==> config.mk <==
export PLATFORM = sky130hd
export DESIGN_NAME = acg_lane
export DESIGN_NICKNAME = d
export VERILOG_FILES = /design/src/hw/rtl/acg_pkg.sv /design/src/hw/rtl/acg_lane.sv
export SDC_FILE = /design/constraint.sdc
export NUM_CORES = 2
export LEC_CHECK = 0
export BUFFER_PORTS_ARGS = -buffer_cell sky130_fd_sc_hd__buf_4
export CORE_MARGIN = 1.5
export CORE_UTILIZATION = 40
export DETAILED_ROUTE_END_ITERATION = 10
export PLACE_DENSITY = 0.51
export SLEW_MARGIN = 10
export SYNTH_ARGS = -nofsm -noshare
export SYNTH_HDL_FRONTEND = slang
export SYNTH_SLANG_ARGS = --single-unit
==> constraint.sdc <==
create_clock -name clk -period 13.1 [get_ports clk]
set_clock_uncertainty 0.15 [all_clocks]
set_input_delay 0.655 -clock clk [delete_from_list [all_inputs] [get_ports clk]]
set_output_delay 0.655 -clock clk [all_outputs]
set_load 0.02 [all_outputs]
==> src/hw/rtl/acg_pkg.sv <==
package acg_pkg;

  localparam int DIV_STAGES  = 16;
  localparam int ROOT_STAGES = 8;
  localparam int DEPTH       = DIV_STAGES + ROOT_STAGES;

  // divider stage: partial remainder, divisor, quotient bits so far
  typedef struct packed {
    logic [31:0] rem;
    logic [31:0] w;
    logic [15:0] quo;
    logic        sat;
  } div_t;

  // square-root stage: radicand bits still to consume, root, remainder
  typedef struct packed {
    logic [15:0] q;
    logic [7:0]  root;
    logic [9:0]  rem;
    logic        sat;
  } root_t;

  // one restoring quotient bit; rem < w holds before and after for nonzero w
  function automatic div_t div_step(input div_t s);
    div_t        r;
    logic [32:0] t;
    r = s;
    t = {s.rem, 1'b0};
    if (t >= {1'b0, s.w}) begin
      t     = t - {1'b0, s.w};
      r.quo = {s.quo[14:0], 1'b1};
    end else begin
      r.quo = {s.quo[14:0], 1'b0};
    end
    r.rem = t[31:0];
    return r;
  endfunction

  // one root bit from two radicand bits
  function automatic root_t root_step(input root_t s);
    root_t       r;
    logic [11:0] cur;
    logic [11:0] t;
    r   = s;
    cur = {s.rem, s.q[15:14]};
    t   = {2'b00, s.root, 2'b01};
    if (cur >= t) begin
      cur    = cur - t;
      r.root = {s.root[6:0], 1'b1};
    end else begin
      r.root = {s.root[6:0], 1'b0};
    end
    r.rem = cur[9:0];
    r.q   = {s.q[13:0], 2'b00};
    return r;
  endfunction

endpackage

==> src/hw/rtl/acg_lane.sv <==
module acg_lane (
  input  logic                   clk,
  input  logic [acg_pkg::DEPTH:1] en,
  input  logic [31:0]            sum,
  input  logic [31:0]            weight,
  output logic [7:0]             pix
);

  acg_pkg::div_t  div_q  [1:acg_pkg::DIV_STAGES];
  acg_pkg::root_t root_q [1:acg_pkg::ROOT_STAGES];
  acg_pkg::div_t  init;
  acg_pkg::root_t root_in;
  logic           positive;
  logic           sat;

  // c <= 0 gives 0; c >= w means quotient over 65535, root saturates to 255
  always_comb begin
    positive   = !sum[31] && (sum != 32'd0);
    sat        = positive && (sum >= weight);
    init.rem   = (positive && !sat) ? sum : 32'd0;
    init.w     = weight;
    init.quo   = 16'd0;
    init.sat   = sat;
    root_in.q    = div_q[acg_pkg::DIV_STAGES].quo;
    root_in.root = 8'd0;
    root_in.rem  = 10'd0;
    root_in.sat  = div_q[acg_pkg::DIV_STAGES].sat;
  end

  for (genvar k = 1; k <= acg_pkg::DIV_STAGES; k++) begin : g_div
    if (k == 1) begin : g_first
      always_ff @(posedge clk) begin
        if (en[k]) div_q[k] <= acg_pkg::div_step(init);
      end
    end else begin : g_next
      always_ff @(posedge clk) begin
        if (en[k]) div_q[k] <= acg_pkg::div_step(div_q[k-1]);
      end
    end
  end

  for (genvar k = 1; k <= acg_pkg::ROOT_STAGES; k++) begin : g_root
    if (k == 1) begin : g_first
      always_ff @(posedge clk) begin
        if (en[acg_pkg::DIV_STAGES + k]) root_q[k] <= acg_pkg::root_step(root_in);
      end
    end else begin : g_next
      always_ff @(posedge clk) begin
        if (en[acg_pkg::DIV_STAGES + k]) root_q[k] <= acg_pkg::root_step(root_q[k-1]);
      end
    end
  end

  assign pix = root_q[acg_pkg::ROOT_STAGES].sat ? 8'hFF
                                                : root_q[acg_pkg::ROOT_STAGES].root;

endmodule

==> reports/metrics.csv <==
stage;metric;value;unit
status;status;finished, final reports clean;
timing;fin_setup_tns;0;ns
cts;clockBufferDepth;3;
global_route;gr-total-overflow;0;
timing;worst_pin_slew;1.17;ns
worst_setup_path;worst-path-max-fanout;19;
worst_setup_path;ff2ff_path_depth;12;
synth;synth_nets;7255;
min_path;min_to;root_q[0][43];
global_route;grt_pass1_vias;48300;
worst_setup_path;crit_slowest_cell;o41ai_4;
floorplan;ios;97;
cts;cts_root_buffer;clkbuf_16;
placement;io_buffers;96;
placement;dp_hpwl;137000;um
min_path;worstHoldStart;en[17];
floorplan;die_w;431;um
cts;cts.sinks;1275;
layout;layout-drive-gt1-share;8.81;%
worst_setup_path;cp.arrival;7.32;ns
layout;n_fill_cell;16800;
worst_setup_path;worstReg2RegStart;div_q[0][266];
synth;synth_cell_types;88;
placement;pre_cts_ws;5.59;ns
route;drt-pass1-iter-count;6;
worst_setup_path;cp-start-kind;input port;
pwr;cellPowerDensity;232;nW/um^2
synth;ys.flop_type;edfxtp_1;
layout;stdcell_count;9220;
timing;slew_viol_final;0;
floorplan;rows;156;
worst_setup_path;cp.required;13.49;ns
synth;synthCells;6566;
timing;fmax;0.144;GHz
synth;synth_edf_count;1275;
cts;htreeDepth;4;
global_route;grt_pass1_wl;275000;um
synth;postSynthAreaPerCell;11.2;um^2
timing;maxSlewHeadroom;21.3;%
timing;setup_slack;6.17;ns
layout;synthToLayoutAreaGrowth;12.0;%
timing;rsz0062_at_grt;no;
synth;syn-cell-area;73300;um^2
pwr;ir_drop;0.123;mV
min_path;hp-class;in -> reg;
layout;multiInputGateArea;32000;um^2
global_route;grtUsageTotal;18.8;%
timing;period_minus_slack;6.93;ns
route;routed_wl;176000;um
worst_setup_path;end_kind;flop;
placement;placed_cells;8909;
synth;ys_ff_latch;1275;
cts;path_clk_slew;0.06;ns
floorplan;dieArea;186000;um^2
route;vias;48600;
placement;placed_cell_area;76700;um^2
cts;cts_tree;built;
worst_setup_path;worstPathCellList;dlygate4sd3_1 > buf_4 > ha_1 > nand2b_1 > a21o_1 > a21o_1 > a21oi_1 > nor2b_1 > o311ai_0 > and4b_1 > o21a_1 > and2_1 > ha_1 > nand3_1 > nor2_1 > o211ai_1 > nand3b_1 > a211o_1 > nand3_1 > a31oi_1 > o41ai_4 > buf_6 > buf_4 > mux2_2;
cts;post_cts_buffers;0;
worst_setup_path;rr_endpoint;div_q[0][402];
global_route;antenna_found_initial;4;
synth;yosys_warnings;0;
route;drt_iter0_drc;2821;
cts;cts-buffers-inserted;151;
worst_setup_path;critPathMaxStageDelay;0.69;ns
route;antenna_left;0;
floorplan;initial_utilization;40.4;%
worst_setup_path;path_class;in -> reg;
layout;nets;7420;
route;routedWlPerCell;19.0;um
layout;final_area;82100;um^2
cts;clk_latency;0.82;ns
synth;synthArstFlopShare;0;%
floorplan;core_area;182000;um^2
global_route;grt_max_degree;69;
synth;synth-seq-area-share;52.2;%
route;drt-vias-per-instance;5.27;
timing;hold_violations;0;
layout;seqCellArea;38300;um^2
pwr;p_leak;33.7;nW
flow_run;maxCapViolations;0;
floorplan;die_h;431;um
timing;post-route-period-util;52.9;%
min_path;hold-path-cell-count;1;
route;drc_errors;0;
worst_setup_path;rrSetupSlack;7.93;ns
placement;gp_congestion;0.884;
layout;final_util;45.2;%
timing;setup_viol;0;
-- synth_stat cells, types with 27 or more instances --
cell	n	share of area, %
nor4_1	31	0.26
nand3_1	115	0.78
o21a_1	74	0.76
nand2b_1	98	0.84
or2_2	35	0.30
xnor2_1	276	3.3
a211oi_1	37	0.38
nor2_1	463	2.4
o21ai_0	344	2.3
nand4_1	86	0.73
a21o_1	275	2.8
xor2_1	165	2.0
inv_1	671	3.4
and2_1	50	0.43
or3_1	32	0.27
nor2b_1	79	0.67
clkbuf_1	111	0.57
ha_1	585	10
a31oi_1	61	0.52
a21oi_1	616	4.2
nor3_1	77	0.53
and3_1	46	0.39
nand2_1	323	1.7
edfxtp_1	1275	52
mux2_2	197	3.0
buf_2	27	0.18
o31ai_1	29	0.30
o21bai_1	57	0.58
-- logic make-up (layout without fill, tap and decap cells) --
group | Yosys count | count (layout) | synth area share [%]
compound gates | 1719 | 1719 | 14.7
simple gates | 1493 | 1493 | 9.88
flops | 1275 | 1275 | 52.2
buf+inv | 824 | 1106 | 4.30
fa+ha+maj | 600 | 600 | 10.4
xor+xnor | 441 | 441 | 5.27
mux | 213 | 213 | 3.25
other cells | 1 | 3 | 0.00511
-- where the power goes --
group	switching (mW)	internal [mW]
Clock	1.76	2.46
Combinational	4.77	3.57
Sequential	0.572	5.94
Total	7.11	12.0
-- critical path, delay by kind of cell --
kind | cells | cell delay [ns]
compound gates | 9 | 2.94
fa+ha+maj | 2 | 0.48
simple gates | 8 | 1.60
mux | 1 | 0.38
buf+inv | 4 | 1.24
-- final cells by class --
class                           instances  area share, %
Clock buffer                          177           4.72
Sequential cell                      1275           46.6
Clock inverter                         93           1.44
Inverter                              671           3.07
Tap cell                             2370           3.61
Multi-Input combinational cell       4467           38.9
Antenna cell                            2        0.00609
Timing Repair Buffer                  165           1.63
-- flip-flops by register name, summed over array words and instances (netlist names) --
name    cells
div_q    1112
root_q    163
-- cells in the final DEF (no fill, tap or decap), types with 25 or more instances in the layout --
| cell | Yosys | layout |
|---|---|---|
| o21ai_0 | 344 | 344 |
| clkbuf_16 | 0 | 151 |
| a21o_1 | 275 | 275 |
| inv_1 | 671 | 671 |
| xor2_1 | 165 | 165 |
| nor2b_1 | 79 | 79 |
| nand4_1 | 86 | 86 |
| ha_1 | 585 | 585 |
| mux2_2 | 197 | 197 |
| o211ai_1 | 25 | 25 |
| nor2_1 | 463 | 463 |
| o21bai_1 | 57 | 57 |
| o31ai_1 | 29 | 29 |
| nor4_1 | 31 | 31 |
| buf_4 | 1 | 126 |
| dlygate4sd3_1 | 0 | 38 |
| edfxtp_1 | 1275 | 1275 |
| or2_2 | 35 | 35 |
| xnor2_1 | 276 | 276 |
| nand2b_1 | 98 | 98 |
| and2_1 | 50 | 50 |
| a31oi_1 | 61 | 61 |
| and3_1 | 46 | 46 |
| nor3_1 | 77 | 77 |
| nand3_1 | 115 | 114 |
| a21oi_1 | 616 | 615 |
| or3_1 | 32 | 32 |
| clkbuf_1 | 111 | 26 |
| o21a_1 | 74 | 74 |
| clkinv_1 | 0 | 35 |
| nand2_1 | 323 | 321 |
| a211oi_1 | 37 | 37 |
-- through the flow --
stage / power, mW / hold slack [ns]
5_1_grt: 20.5 / 0.0413
3_5_place_dp: 14.9 / 0.255
6_report: 19.1 / 0.0852
3_3_place_gp: 14.9 / 0.252
4_1_cts: 19.3 / 0.00833
2_1_floorplan: 12.6 / 0.250
-- routing by layer --
metal	part of all wire [%]	vias to the layer above	track usage, %
li1	-	24400	-
met1	44	23300	23.1
met2	51	685	33.7
met3	2.7	238	2.31
met4	3.2	0	6.67
met5	0	-	0
-- worst max path at each step --
stage	from	end	slack, ns	cells after the start
global route	weight[0]	div_q[0][159]	5.66	24
detailed placement	sum[0]	div_q[0][160]	5.59	23
global placement	sum[0]	div_q[0][141]	5.52	23
floorplan	sum[0]	div_q[0][156]	7.68	23
CTS	weight[0]	div_q[0][160]	5.90	23
finish	weight[0]	div_q[0][160]	6.17	24
-- what timing repair did --
item,in CTS,in global routing
endpoints found under the hold margin,89,0
gates resized for setup,0,0
hold buffers,38,0
endpoints found under the setup margin,0,0
No activity file was read; power rests on OpenSTA's default activity.
